File: src/rtl/core/psd_pkg.sv
`timescale 1ns / 1ps
// ----------------------------------------------------------------------------
// psd_pkg
// Shared widths, codes and transfer types of the point to segment distance
// pipeline.
// ----------------------------------------------------------------------------
package psd_pkg;

	localparam int CB     = 24;
	localparam int FB     = 8;
	localparam int DIST_W = 33;

	localparam int DW     = CB + 1;
	localparam int PW     = 2 * DW;
	localparam int SW     = PW + 1;
	localparam int LW     = 2 * DW;
	localparam int MW     = 2 * DW;
	localparam int HW     = MW / 2;
	localparam int CSQ_W  = 2 * MW;
	localparam int NUMW   = CSQ_W + 2 * FB;
	localparam int QW     = LW + 2 * FB;
	localparam int RW     = QW / 2;
	localparam int FRONT  = 6;
	localparam int NS     = FRONT + QW + RW;

	localparam logic [1:0] PART_START = 2'd0;
	localparam logic [1:0] PART_MID   = 2'd1;
	localparam logic [1:0] PART_END   = 2'd2;

	typedef struct packed {
		logic signed [CB-1:0] point_x;
		logic signed [CB-1:0] point_y;
		logic signed [CB-1:0] start_x;
		logic signed [CB-1:0] start_y;
		logic signed [CB-1:0] end_x;
		logic signed [CB-1:0] end_y;
	} query_t;

	typedef struct packed {
		logic [DIST_W-1:0] distance;
		logic [1:0]        nearest_part;
	} result_t;

	typedef struct packed {
		logic [LW-1:0] rem;
		logic [QW-1:0] nq;
		logic [LW-1:0] dvs;
		logic [1:0]    part;
	} div_t;

	typedef struct packed {
		logic [QW-1:0]   rad;
		logic [RW+1:0]   rem;
		logic [RW-1:0]   root;
		logic [1:0]      part;
	} sqrt_t;

endpackage

File: src/rtl/core/psd_sqrt_step.sv
`timescale 1ns / 1ps
// ----------------------------------------------------------------------------
// psd_sqrt_step
// One registered stage of the integer square root: one root bit per stage.
// ----------------------------------------------------------------------------
module psd_sqrt_step (
	input  logic           clk,
	input  logic           arst_n,
	input  logic           en,
	input  logic           in_valid,
	input  psd_pkg::sqrt_t in_step,
	output logic           out_valid,
	output psd_pkg::sqrt_t out_step
);

	logic [psd_pkg::RW+1:0] cand;
	logic [psd_pkg::RW+1:0] trial;
	logic [psd_pkg::RW+1:0] diff;
	logic                   ge;
	psd_pkg::sqrt_t         nxt;

	always_comb begin
		cand  = {in_step.rem[psd_pkg::RW-1:0], in_step.rad[psd_pkg::QW-1:psd_pkg::QW-2]};
		trial = {in_step.root, 2'b01};
		diff  = cand - trial;
		ge    = (cand >= trial);
		nxt.rem  = ge ? diff : cand;
		nxt.root = {in_step.root[psd_pkg::RW-2:0], ge};
		nxt.rad  = {in_step.rad[psd_pkg::QW-3:0], 2'b00};
		nxt.part = in_step.part;
	end

	always_ff @(posedge clk or negedge arst_n) begin
		if (!arst_n) begin
			out_valid <= 1'b0;
		end else if (en) begin
			out_valid <= in_valid;
		end
	end

	always_ff @(posedge clk) begin
		if (en) begin
			out_step <= nxt;
		end
	end

endmodule

File: config.mk
export PLATFORM = sky130hd
export DESIGN_NAME = psd_sqrt_step
export DESIGN_NICKNAME = d
export VERILOG_FILES = /design/src/rtl/core/psd_pkg.sv /design/src/rtl/core/psd_sqrt_step.sv
export SDC_FILE = /design/constraint.sdc
export NUM_CORES = 1
export LEC_CHECK = 0
export BUFFER_PORTS_ARGS = -buffer_cell sky130_fd_sc_hd__buf_2
export CELL_PAD_IN_SITES_DETAIL_PLACEMENT = 0
export CELL_PAD_IN_SITES_GLOBAL_PLACEMENT = 1
export CORE_MARGIN = 3
export CORE_UTILIZATION = 37
export DETAILED_ROUTE_END_ITERATION = 6
export MAX_ROUTING_LAYER = met4
export PLACE_DENSITY_LB_ADDON = 0.1
export SLEW_MARGIN = 20
export SYNTH_ARGS = -nofsm -noshare
export SYNTH_HDL_FRONTEND = slang
export SYNTH_SLANG_ARGS = --single-unit
File: constraint.sdc
create_clock -name clk -period 0.8 [get_ports clk]
set_input_delay 0.04 -clock clk [delete_from_list [all_inputs] [get_ports clk]]
set_output_delay 0.04 -clock clk [all_outputs]
set_load 0.1 [all_outputs]
==> key figures <==
Status
  – Status: finished, violations left
  – Failing checks: negative hold slack, negative setup slack

Critical path
  – R2R cell count: 1
  – Arr. time, crit path: 2.15 ns
  – CP Cell Sequence: buf_6 > inv_2 > ha_4 > buf_12 > o21a_1 > nor2_2 > a211o_1 > buf_4 > buf_6 > a31oi_4 > o21a_1 > o21a_1 > o21a_1 > o31ai_2
  – Critical path class: input pin to register
  – Most frequent CP cell: o21a_1
  – Critical Path Max Stage Delay: between 0.2 and 0.3 ns
  – Critical Path RT: approximately 1.0 ns
  – FF-to-FF End: out_valid
  – Worst-path maximum fanout: 4
  – CP max-delay cell: o31ai_2
  – FF-to-FF Start: out_valid
  – Reg2reg setup slack: -0.06 ns
  – CP startpoint kind: input pin
  – CP Capture Type: register
  – Crit path launch: in_step[6]
  – Worst setup path end: out_step[51]

Clock tree
  – Root buf cell: clkbuf_16
  – CTS Buf Count: 17
  – Clk_lat worst skew: approximately 0.42 ns
  – CTS clk-pin slew, worst paths: 0.06 ns
  – H-tree lvl count: 4
  – CTS tree: built
  – CTS Sinks: between 100 and 150
  – Largest buffer count on any clock path: 2

Floorplanning
  – Die Y: ~140 µm
  – Ports: between 200 and 300
  – Die area: approximately 19000 µm²
  – Core Area: 17400 µm²
  – Chip Width: 139 µm
  – Initial core utilization: a little under two fifths
  – Row count: between 40 and 50

Detailed routing
  – Total routed wirelength: approximately 29000 µm
  – Vias per inst: between 5 and 6
  – Pre-antenna DRT Iters: 5
  – Wire length per cell: approximately 21 µm
  – DR vias: between 6k and 7k
  – DRC: 0
  – Antenna Nets Post-Route: 0
  – DRT iter0 DRCs: ~410

Yosys
  – Syn avg cell area: between 10 and 15 µm²
  – YS warnings: 0
  – Netlist cell types: just under 60
  – EDFF count, synth: 134
  – #FFs+latches synth: ~140
  – Synth Flop Type: edfxtp_1
  – Sequential area share after synthesis: 61.5%
  – Cell area after synthesis: ~6600 µm²
  – Post-synthesis cell count: between 500 and 600
  – Async SR Flop Fraction: less than 1%

Placement
  – Input/output buffers: roughly 270
  – Placed cell count: ~1.2k
  – Routability Congestion: around 0.88
  – Placed wire-length estimate: around 18000 µm

Global routing
  – First-pass GRT wire length: roughly 43000 µm
  – Vias in the first global route: about 7.3k
  – Initial antenna violation count: 3
  – Total GRT Usage: a little under 30%
  – Overflow left after global routing: 0
  – Largest net degree at the start of global routing: 21

Timing
  – Slew margin rel.: 65.0%
  – Fin crit period: about 1.9 ns
  – Final Max Slew Viols: 0
  – RSZ-0062 raised after global routing: yes
  – WHS: -0.00650 ns
  – Setup TNS: -74.09 ns
  – Worst-Margin Slew: 0.520 ns
  – Final period utilization: 238%
  – Final setup violation count: roughly 170
  – Clk_skew: 0 ns
  – F_max: approximately 520 MHz
  – Final Hold Fails: 1
  – Worst Setup Slack, final: -1.11 ns

Layout
  – Most frequent cells in the layout: 155 x buf_4, 148 x buf_12, 134 x edfxtp_1
  – NumNets Final: ~1.3k
  – Most common cell after layout, fill and taps aside: buf_4
  – Non-Filler Instances: 1353
  – Area grow syn2layout: 123%
  – Core Util, Final: between 80% and 90%
  – Layout cells sized above 1: ~57%

Min path
  – Hold Crit Class: input pin to register
  – Hold path startpoint: in_step[44]

Pwr
  – Power density cells: ~2100 nW/µm²
  – LEAKAGE: roughly 6.3 nW
  – Worst IR Drop VDD: between 1.5 and 2 mV

Flow run
  – MaxCap Viol Count: 0
sequential cells by signal (all words and copies together), names as in the netlist:
register   flops
out_valid      1
out_step     134
cells in the mapped netlist (all sizes together) (3+ instances only):
cell type | number | area, µm²
and3 | 5 | 32.5
ha | 35 | 438
and4 | 3 | 27.5
a21boi | 5 | 37.5
and2 | 4 | 27.5
buf | 13 | 87.6
o31ai | 4 | 30.0
o211ai | 5 | 42.5
nor3 | 10 | 55.1
o21bai | 6 | 45.0
o21ai | 27 | 139
a21oi | 54 | 270
clkbuf | 3 | 15.0
o21a | 7 | 52.6
nor4 | 3 | 18.8
a211o | 3 | 26.3
xor2 | 10 | 87.6
a31oi | 4 | 25.0
nand2b | 4 | 25.0
inv | 44 | 165
xnor2 | 17 | 149
nand4 | 9 | 56.3
nor2 | 33 | 124
nand3 | 10 | 50.1
nand2 | 36 | 135
a21o | 16 | 120
edfxtp | 134 | 4020
through the flow:
| step | instance area, µm² | setup WS, ns | total power [mW] |
|---|---|---|---|
| after detailed placement | 11800 | -1.60 | 21.1 |
| final | 14700 | -1.11 | 31.2 |
| after CTS | 14500 | -1.11 | 30.8 |
| after global placement | 11800 | -1.55 | 21.0 |
| after floorplan | 7030 | -1.27 | 16.0 |
| after global routing | 14700 | -1.21 | 32.1 |
per-layer routing:
metal,vias to the layer above,global-route usage [%],wire length [µm]
li1,3155,-,-
met1,3330,33.1,10700
met2,281,53.3,15400
met3,66,5.77,1710
met4,0,10.4,935
met5,-,-,0
cells by family (layout without fill, tap and decap cells):
logic type,Yosys count,count (layout),share of synthesized area [%]
buf+inv,60,652,4.07
simple gates,125,125,9.36
xor+xnor,27,27,3.59
fa+ha+maj,35,35,6.66
mux,2,2,0.342
flops,135,135,61.5
compound gates,146,146,14.4
other cells,1,6,0.0570
final cells by class:
class	count	area, µm²
well taps	225	282
multi-input cells	337	3110
clock buffers	17	425
diodes	4	10.0
repair buffers	576	6410
flip-flops and latches	135	4050
clock inverters	15	193
inverters	44	203
fillers	844	2670
power breakdown:
group,internal (mW),switching (mW)
Clock,4.98,3.42
Combinational,5.62,7.98
Sequential,8.64,0.600
critical path: cells and delay by family:
kind / cells / cell delay, ns
and+or+nand+nor: 1 / 0.12
adders and majority gates: 1 / 0.21
buffers and inverters: 5 / 0.51
AOI/OAI and AO/OA: 7 / 1.27
worst min path at each step:
stage | end | slack, ns | depth (start not counted)
after floorplan | out_valid | -0.26 | 0
after global placement | out_valid | -0.18 | 1
after detailed placement | out_valid | -0.18 | 1
after CTS | out_step[64] | 0.0001 | 4
after global routing | out_step[46] | 0.003 | 3
final | out_step[46] | -0.006 | 3
timing repair:
action | 4_1_cts | 5_1_grt
pin swaps | 43 | 40
gates resized for setup | 125 | 73
setup buffers | 23 | 16
cloned | 7 | 0
endpoints found under the setup margin | 172 | 172
hold endpoints to repair | 119 | 0
hold buffers | 120 | 0
(Power assumes the default switching activity.)
