==> src/rtl/core/psd_pkg.sv <==
`timescale 1ns / 1ps
// ----------------------------------------------------------------------------
// psd_pkg
// Shared widths, codes and transfer types of the point to segment distance
// pipeline.
// ----------------------------------------------------------------------------
package psd_pkg;

	localparam int CB     = 24;
	localparam int FB     = 8;
	localparam int DIST_W = 33;

	localparam int DW     = CB + 1;
	localparam int PW     = 2 * DW;
	localparam int SW     = PW + 1;
	localparam int LW     = 2 * DW;
	localparam int MW     = 2 * DW;
	localparam int HW     = MW / 2;
	localparam int CSQ_W  = 2 * MW;
	localparam int NUMW   = CSQ_W + 2 * FB;
	localparam int QW     = LW + 2 * FB;
	localparam int RW     = QW / 2;
	localparam int FRONT  = 6;
	localparam int NS     = FRONT + QW + RW;

	localparam logic [1:0] PART_START = 2'd0;
	localparam logic [1:0] PART_MID   = 2'd1;
	localparam logic [1:0] PART_END   = 2'd2;

	typedef struct packed {
		logic signed [CB-1:0] point_x;
		logic signed [CB-1:0] point_y;
		logic signed [CB-1:0] start_x;
		logic signed [CB-1:0] start_y;
		logic signed [CB-1:0] end_x;
		logic signed [CB-1:0] end_y;
	} query_t;

	typedef struct packed {
		logic [DIST_W-1:0] distance;
		logic [1:0]        nearest_part;
	} result_t;

	typedef struct packed {
		logic [LW-1:0] rem;
		logic [QW-1:0] nq;
		logic [LW-1:0] dvs;
		logic [1:0]    part;
	} div_t;

	typedef struct packed {
		logic [QW-1:0]   rad;
		logic [RW+1:0]   rem;
		logic [RW-1:0]   root;
		logic [1:0]      part;
	} sqrt_t;

endpackage

==> src/rtl/core/psd_div_step.sv <==
`timescale 1ns / 1ps
// ----------------------------------------------------------------------------
// psd_div_step
// One registered stage of the restoring divider: one quotient bit per stage.
// ----------------------------------------------------------------------------
module psd_div_step (
	input  logic          clk,
	input  logic          arst_n,
	input  logic          en,
	input  logic          in_valid,
	input  psd_pkg::div_t in_step,
	output logic          out_valid,
	output psd_pkg::div_t out_step
);

	logic [psd_pkg::LW:0]   r2;
	logic [psd_pkg::LW:0]   diff;
	logic                   ge;
	psd_pkg::div_t          nxt;

	always_comb begin
		r2   = {in_step.rem, in_step.nq[psd_pkg::QW-1]};
		diff = r2 - {1'b0, in_step.dvs};
		ge   = (r2 >= {1'b0, in_step.dvs});
		nxt.rem  = ge ? diff[psd_pkg::LW-1:0] : r2[psd_pkg::LW-1:0];
		nxt.nq   = {in_step.nq[psd_pkg::QW-2:0], ge};
		nxt.dvs  = in_step.dvs;
		nxt.part = in_step.part;
	end

	always_ff @(posedge clk or negedge arst_n) begin
		if (!arst_n) begin
			out_valid <= 1'b0;
		end else if (en) begin
			out_valid <= in_valid;
		end
	end

	always_ff @(posedge clk) begin
		if (en) begin
			out_step <= nxt;
		end
	end

endmodule

==> config.mk <==
export PLATFORM = sky130hd
export DESIGN_NAME = psd_div_step
export DESIGN_NICKNAME = d
export VERILOG_FILES = /design/src/rtl/core/psd_pkg.sv /design/src/rtl/core/psd_div_step.sv
export SDC_FILE = /design/constraint.sdc
export NUM_CORES = 1
export LEC_CHECK = 0
export BUFFER_PORTS_ARGS = -buffer_cell sky130_fd_sc_hd__buf_4
export CORE_MARGIN = 2
export CORE_UTILIZATION = 50
export DETAILED_ROUTE_END_ITERATION = 10
export GPL_ROUTABILITY_DRIVEN = 1
export GPL_TIMING_DRIVEN = 0
export PLACE_DENSITY = 0.84
export SYNTH_ARGS = -nofsm -noshare
export SYNTH_HDL_FRONTEND = slang
export SYNTH_SLANG_ARGS = --single-unit
==> constraint.sdc <==
create_clock -name clk -period 0.9 [get_ports clk]
set_input_delay 0 -clock clk [delete_from_list [all_inputs] [get_ports clk]]
set_output_delay 0 -clock clk [all_outputs]
set_load 0.02 [all_outputs]
==> results of run 1 <==
logic make-up after synthesis:
| family | count (synthesis) | synth area share, % |
|---|---|---|
| fa+ha+maj | 51 | 7.31 |
| buf+inv | 90 | 4.52 |
| xor+xnor | 42 | 4.16 |
| mux | 7 | 0.921 |
| compound gates | 216 | 15.2 |
| flops | 169 | 57.4 |
| simple gates | 189 | 10.5 |
repair_timing:
| action | in CTS |
|---|---|
| endpoints found under the setup margin | 221 |
| cloned | 6 |
| resized for setup | 264 |
| pin swaps | 24 |
| hold endpoints to repair | 208 |
| hold buffers | 168 |
| setup buffers | 35 |
per-stage QoR:
stage	setup slack (ns)	hold WS (ns)
floorplan	-1.59	-0.296
global placement	-2.15	-0.225
detailed placement	-2.20	-0.223
CTS	-1.47	-0.0332
per-layer routing:
metal | overflow | track usage, %
met1 | 8 | 84.8
met2 | 827 | 121
met3 | 13 | 73.7
met4 | 361 | 115
met5 | 0 | 44.4
==> impl_results.html, run 1 <==
<table>
<tr><th>Metric</th><th>Value</th></tr>
<tr><th colspan="2">Floorplanning</th></tr>
<tr><td>Initial cell density of the core</td><td>51.1%</td></tr>
<tr><td>Die height</td><td>137 µm</td></tr>
<tr><td>Cell row count</td><td>48</td></tr>
<tr><td>Number of ports placed on the die boundary</td><td>341</td></tr>
<tr><td>Horizontal die dimension</td><td>137 µm</td></tr>
<tr><th colspan="2">Logic synthesis</th></tr>
<tr><td>Synthesized instance count</td><td>764</td></tr>
<tr><td>Net Count, Synth</td><td>987</td></tr>
<tr><td>Number of distinct library cells after synthesis</td><td>71</td></tr>
<tr><td>Avg Synthesized Cell Area</td><td>11.6 µm²</td></tr>
<tr><td>Most instantiated library cell after synthesis</td><td>sky130_fd_sc_hd__edfxtp_1</td></tr>
<tr><td>Leading register cell type out of synthesis</td><td>sky130_fd_sc_hd__edfxtp_1</td></tr>
<tr><td>#FFs+latches synth</td><td>169</td></tr>
<tr><td>Share of the synthesized area in the top cell type</td><td>57.1%</td></tr>
<tr><td>Top cell types by occurrence after synthesis</td><td>168 x sky130_fd_sc_hd__edfxtp_1, 84 x sky130_fd_sc_hd__nand2_1, 69 x sky130_fd_sc_hd__o21ai_0</td></tr>
<tr><td>Number of enable-type register cells in the synthesized netlist</td><td>168</td></tr>
<tr><td>Fraction of the yosys area taken by sequential cells</td><td>57.4%</td></tr>
<tr><td>Post-synth ARST share</td><td>0.592%</td></tr>
<tr><td>Post-Synthesis Cell Area</td><td>0.00883 mm²</td></tr>
<tr><td>Main area contributors after synthesis</td><td>sky130_fd_sc_hd__edfxtp_1 57%, sky130_fd_sc_hd__ha_1 7.1%, sky130_fd_sc_hd__o21ai_0 3.9%</td></tr>
<tr><td>Synthesis warning total</td><td>0</td></tr>
<tr><td>Library cell with the largest summed area after synthesis</td><td>sky130_fd_sc_hd__edfxtp_1</td></tr>
<tr><th colspan="2">Outcome</th></tr>
<tr><td>Last flow stage reached</td><td>global routing</td></tr>
<tr><td>Tool error</td><td>[ERROR GRT-0232] Routing congestion too high. Check the congestion heatmap in the GUI.</td></tr>
<tr><td>Status</td><td>aborted with a tool error</td></tr>
<tr><th colspan="2">Timing</th></tr>
<tr><td>Critical endpoint after global-route timing repair</td><td>out_step[166]$_DFFE_PP_/D</td></tr>
<tr><td>Worst ep type</td><td>register input</td></tr>
<tr><th colspan="2">CTS</th></tr>
<tr><td>Number of H-tree branching levels</td><td>4</td></tr>
<tr><td>Longest Clk Path Bufs</td><td>2</td></tr>
<tr><td>CTS sink count</td><td>169</td></tr>
<tr><td>Cell chosen for the clock root</td><td>sky130_fd_sc_hd__clkbuf_16</td></tr>
<tr><td>Number of buffers created by CTS</td><td>17</td></tr>
<tr><th colspan="2">Placement</th></tr>
<tr><td>HPWL after detailed placement</td><td>21.3 mm</td></tr>
<tr><td>Placed Instance Area</td><td>0.0120 mm²</td></tr>
<tr><td>Port Buffer Count</td><td>340</td></tr>
<tr><td>Placed cell count</td><td>1330</td></tr>
<tr><td>Routability congestion estimate</td><td>0.869</td></tr>
<tr><th colspan="2">Global route</th></tr>
<tr><td>Pin count of the biggest net entering global routing</td><td>65</td></tr>
<tr><td>GRT Residual Overflow</td><td>1209</td></tr>
<tr><td>Total GRT Usage</td><td>96.0%</td></tr>
</table>
==> inputs of run 2 (changes only) <==
CORE_UTILIZATION = 40   (was 50)
PLACE_DENSITY = not set   (was 0.84)
PLACE_DENSITY_LB_ADDON = 0.15   (was not set)
==> run 2 against run 1 <==
Net effect:
- the flow now finishes, with violations (negative hold slack, negative setup slack)
- area after synthesis stayed put
- synthesized cell count unchanged
==> impl_results.html, run 2 <==
<table>
<tr><th>Metric</th><th>Value</th></tr>
<tr><th colspan="2">Routing</th></tr>
<tr><td>Detailed-router iteration count before antenna repair</td><td>5</td></tr>
<tr><td>Count of routing violations after the opening detailed-route iteration</td><td>562</td></tr>
<tr><td>Residual DRC</td><td>0</td></tr>
<tr><td>Count of nets left with antenna violations after detail routing</td><td>0</td></tr>
<tr><td>Aggregate routed wire length</td><td>35.5 mm</td></tr>
<tr><td>Vias per cell</td><td>5.29</td></tr>
<tr><td>Post-detailed-route wirelength per cell</td><td>21.7 µm</td></tr>
<tr><td>Total vias in the final route</td><td>8667</td></tr>
<tr><th colspan="2">CTS</th></tr>
<tr><td>Clock transition at path regs</td><td>0.08 ns</td></tr>
<tr><td>Clock tree from TritonCTS</td><td>yes</td></tr>
<tr><td>Clock latency on the worst-skew pair</td><td>0.43 ns</td></tr>
<tr><td>Cell chosen for the clock root</td><td>sky130_fd_sc_hd__clkbuf_16</td></tr>
<tr><td>CTS sink count</td><td>169</td></tr>
<tr><td>CTS Hold Buffers Added</td><td>168</td></tr>
<tr><td>Number of buffers created by CTS</td><td>17</td></tr>
<tr><td>Number of H-tree branching levels</td><td>4</td></tr>
<tr><td>Longest Clk Path Bufs</td><td>2</td></tr>
<tr><th colspan="2">Worst setup path</th></tr>
<tr><td>CP Launch Type</td><td>input port</td></tr>
<tr><td>Worst reg-to-reg path cell count</td><td>2</td></tr>
<tr><td>Type of element capturing the critical path</td><td>flop</td></tr>
<tr><td>Critical path cell sequence</td><td>buf_12, inv_12, ha_4, inv_2, fa_2, a211oi_2, o211ai_1, nand4_1, a21oi_4, or3_4, a211o_4, a211oi_4, xor2_1, o21ai_1</td></tr>
<tr><td>Required time of the worst setup path</td><td>1.08 ns</td></tr>
<tr><td>Reg-to-reg setup timing slack</td><td>0 ns</td></tr>
<tr><td>Critical path class</td><td>input port to flop</td></tr>
<tr><td>Arrival time of the worst setup path</td><td>2.65 ns</td></tr>
<tr><td>Delay of the slowest cell on the worst path</td><td>0.39 ns</td></tr>
<tr><td>Worst-path maximum fanout</td><td>6</td></tr>
<tr><td>Slowest cell on crit path</td><td>sky130_fd_sc_hd__a211o_4</td></tr>
<tr><th colspan="2">Cells and area</th></tr>
<tr><td>Final Non-Filler Cells</td><td>1639</td></tr>
<tr><td>Area growth from synthesis to layout</td><td>91.2%</td></tr>
<tr><td>Commonest cells after routing, fill and taps aside</td><td>202 x sky130_fd_sc_hd__buf_4, 188 x sky130_fd_sc_hd__buf_6, 168 x sky130_fd_sc_hd__dlygate4sd3_1, 168 x sky130_fd_sc_hd__edfxtp_1, 47 x sky130_fd_sc_hd__a21oi_1</td></tr>
<tr><td>Registers with the most flip-flops</td><td>out_step x168, out_valid x1</td></tr>
<tr><td>Number of flip-flops under the largest register name</td><td>168</td></tr>
<tr><td>Most frequent standard cell in the layout excluding fill and tap cells</td><td>sky130_fd_sc_hd__buf_4</td></tr>
<tr><td>Final #Nets</td><td>1569</td></tr>
<tr><td>Largest Register</td><td>out_step</td></tr>
<tr><td>End-of-flow core utilization</td><td>77.6%</td></tr>
<tr><td>Ant diodes</td><td>0</td></tr>
<tr><td>Proportion of layout cells with a drive suffix above 1</td><td>49.3%</td></tr>
<tr><th colspan="2">Floorplanning</th></tr>
<tr><td>Horizontal die dimension</td><td>153 µm</td></tr>
<tr><td>Number of ports placed on the die boundary</td><td>341</td></tr>
<tr><td>Die height</td><td>153 µm</td></tr>
<tr><td>Initial cell density of the core</td><td>40.6%</td></tr>
<tr><td>Cell row count</td><td>54</td></tr>
<tr><td>Core area</td><td>0.0218 mm²</td></tr>
<tr><td>Area enclosed by the die boundary</td><td>0.0233 mm²</td></tr>
<tr><th colspan="2">Logic synthesis</th></tr>
<tr><td>Post-synth ARST share</td><td>0.592%</td></tr>
<tr><td>#FFs+latches synth</td><td>169</td></tr>
<tr><td>Top cell types by occurrence after synthesis</td><td>168 x sky130_fd_sc_hd__edfxtp_1, 84 x sky130_fd_sc_hd__nand2_1, 69 x sky130_fd_sc_hd__o21ai_0</td></tr>
<tr><td>Most instantiated library cell after synthesis</td><td>sky130_fd_sc_hd__edfxtp_1</td></tr>
<tr><td>Number of enable-type register cells in the synthesized netlist</td><td>168</td></tr>
<tr><td>Number of distinct library cells after synthesis</td><td>71</td></tr>
<tr><td>Fraction of the yosys area taken by sequential cells</td><td>57.4%</td></tr>
<tr><td>Synthesized instance count</td><td>764</td></tr>
<tr><td>Net Count, Synth</td><td>987</td></tr>
<tr><td>Synthesis warning total</td><td>0</td></tr>
<tr><td>Post-Synthesis Cell Area</td><td>0.00883 mm²</td></tr>
<tr><td>Main area contributors after synthesis</td><td>sky130_fd_sc_hd__edfxtp_1 57%, sky130_fd_sc_hd__ha_1 7.1%, sky130_fd_sc_hd__o21ai_0 3.9%</td></tr>
<tr><td>Leading register cell type out of synthesis</td><td>sky130_fd_sc_hd__edfxtp_1</td></tr>
<tr><td>Library cell with the largest summed area after synthesis</td><td>sky130_fd_sc_hd__edfxtp_1</td></tr>
<tr><td>Share of the synthesized area in the top cell type</td><td>57.1%</td></tr>
<tr><td>Avg Synthesized Cell Area</td><td>11.6 µm²</td></tr>
<tr><th colspan="2">Timing</th></tr>
<tr><td>Setup slack after layout</td><td>-1.57 ns</td></tr>
<tr><td>Tcrit/Tclk final</td><td>274%</td></tr>
<tr><td>Max-slew violation count</td><td>0</td></tr>
<tr><td>Slew HR</td><td>59.1%</td></tr>
<tr><td>Period minus WS final</td><td>2.47 ns</td></tr>
<tr><td>Unrepaired setup endpoints after global routing</td><td>yes</td></tr>
<tr><td>Smallest hold slack</td><td>-0.0277 ns</td></tr>
<tr><td>Count of endpoints failing hold in the final timing report</td><td>39</td></tr>
<tr><td>Final setup violation count</td><td>221</td></tr>
<tr><td>Highest Clock Rate</td><td>0.405 GHz</td></tr>
<tr><td>Worst-margin pin slew</td><td>0.607 ns</td></tr>
<tr><td>Final Skew</td><td>0 ns</td></tr>
<tr><th colspan="2">Placement</th></tr>
<tr><td>Placed cell count</td><td>1385</td></tr>
<tr><td>Worst slack after detailed placement</td><td>-2.20 ns</td></tr>
<tr><td>Port Buffer Count</td><td>340</td></tr>
<tr><td>HPWL after detailed placement</td><td>21.6 mm</td></tr>
<tr><td>Routability congestion estimate</td><td>0.870</td></tr>
<tr><th colspan="2">Global route</th></tr>
<tr><td>Global-route wire length before repair</td><td>50.1 mm</td></tr>
<tr><td>Antenna violations before repair</td><td>0</td></tr>
<tr><td>Pin count of the biggest net entering global routing</td><td>66</td></tr>
<tr><td>GRT Residual Overflow</td><td>0</td></tr>
<tr><td>Total GRT Usage</td><td>27.9%</td></tr>
<tr><td>Via count of the first global-routing pass</td><td>8614</td></tr>
<tr><th colspan="2">Worst hold path</th></tr>
<tr><td>Path type of the worst min-delay path</td><td>input port to flop</td></tr>
<tr><td>Worst Hold Path Cells</td><td>1</td></tr>
<tr><th colspan="2">Power and ir drop</th></tr>
<tr><td>Leakage</td><td>0.00709 µW</td></tr>
<tr><td>Peak supply drop</td><td>1230 µV</td></tr>
<tr><td>Power density over the cells</td><td>1620 mW/mm²</td></tr>
<tr><th colspan="2">Outcome</th></tr>
<tr><td>Violations in the final reports</td><td>negative hold slack, negative setup slack</td></tr>
<tr><td>Status</td><td>complete, but fails checks</td></tr>
<tr><th colspan="2">Flow run</th></tr>
<tr><td>Max-cap violations</td><td>0</td></tr>
</table>
run 2: cell counts after synthesis:
No cell type changed its count.
run 2: power by group:
group	switching [µW]	leakage (µW)	internal (µW)	total, µW
sequential	408	0.00165	9680	10100
clock	3710	0.000285	3760	7470
combinational	4820	0.00515	5030	9850
run 2: metal layers:
metal / part of all wire [%] / GRT usage, % / vias up
li1: - / - / 3994
met1: 38 / 33.3 / 4215
met2: 52 / 49.2 / 386
met3: 7.2 / 6.74 / 72
met4: 3.5 / 9.70 / 0
met5: 0 / 0 / -
run 2: cells by family (layout without fill, tap and decap cells):
family          Yosys count  after routing  synth area share (%)
compound gates          216            216                  15.2
simple gates            189            189                  10.5
flops                   169            169                  57.4
buf+inv                  90            685                  4.52
fa+ha+maj                51             51                  7.31
xor+xnor                 42             42                  4.16
mux                       7              7                 0.921
run 2: timing repair:
item / CTS / global route
setup endpoints to repair: 221 / 221
pin swaps: 30 / 51
endpoints found under the hold margin: 207 / 38
setup buffers: 35 / 26
cloned: 6 / 3
resized for setup: 313 / 185
run 2: cell type report:
| cell class | instances | area (µm²) |
|---|---|---|
| repair buffers | 574 | 5670 |
| flip-flops and latches | 169 | 5070 |
| fillers | 1308 | 4860 |
| multi-input cells | 505 | 4670 |
| clock buffers | 17 | 425 |
| well taps | 280 | 350 |
| inverters | 65 | 289 |
| plain buffers | 14 | 244 |
| clock inverters | 15 | 171 |
run 2: per-stage QoR:
step,TNS (ns),power (µW),area (µm²)
detailed placement,-146.81,16600,12100
CTS,-73.37,26300,15900
finish,-75.64,27400,16900
global route,-83.27,28300,16900
floorplan,-65.41,13700,9110
global placement,-292.49,16500,12000
run 2: worst paths after layout:
path / start / endpoint
worst max-delay path: in_step[117] / out_step[166]$_DFFE_PP_
worst min-delay path: en / out_step[21]$_DFFE_PP_
worst max register to register: out_valid$_DFFE_PN0P_ / out_valid$_DFFE_PN0P_
worst min register to register: out_valid$_DFFE_PN0P_ / out_valid$_DFFE_PN0P_
max in group asynchronous: arst_n / out_valid$_DFFE_PN0P_
min in group asynchronous: arst_n / out_valid$_DFFE_PN0P_
run 2: critical path, delay by kind of cell:
| kind | cells | cell delay, ns |
|---|---|---|
| compound gates | 6 | 1.25 |
| xor+xnor | 1 | 0.18 |
| fa+ha+maj | 2 | 0.46 |
| buf+inv | 3 | 0.18 |
| simple gates | 2 | 0.55 |
Note: power is estimated with default switching activity, not from simulation.
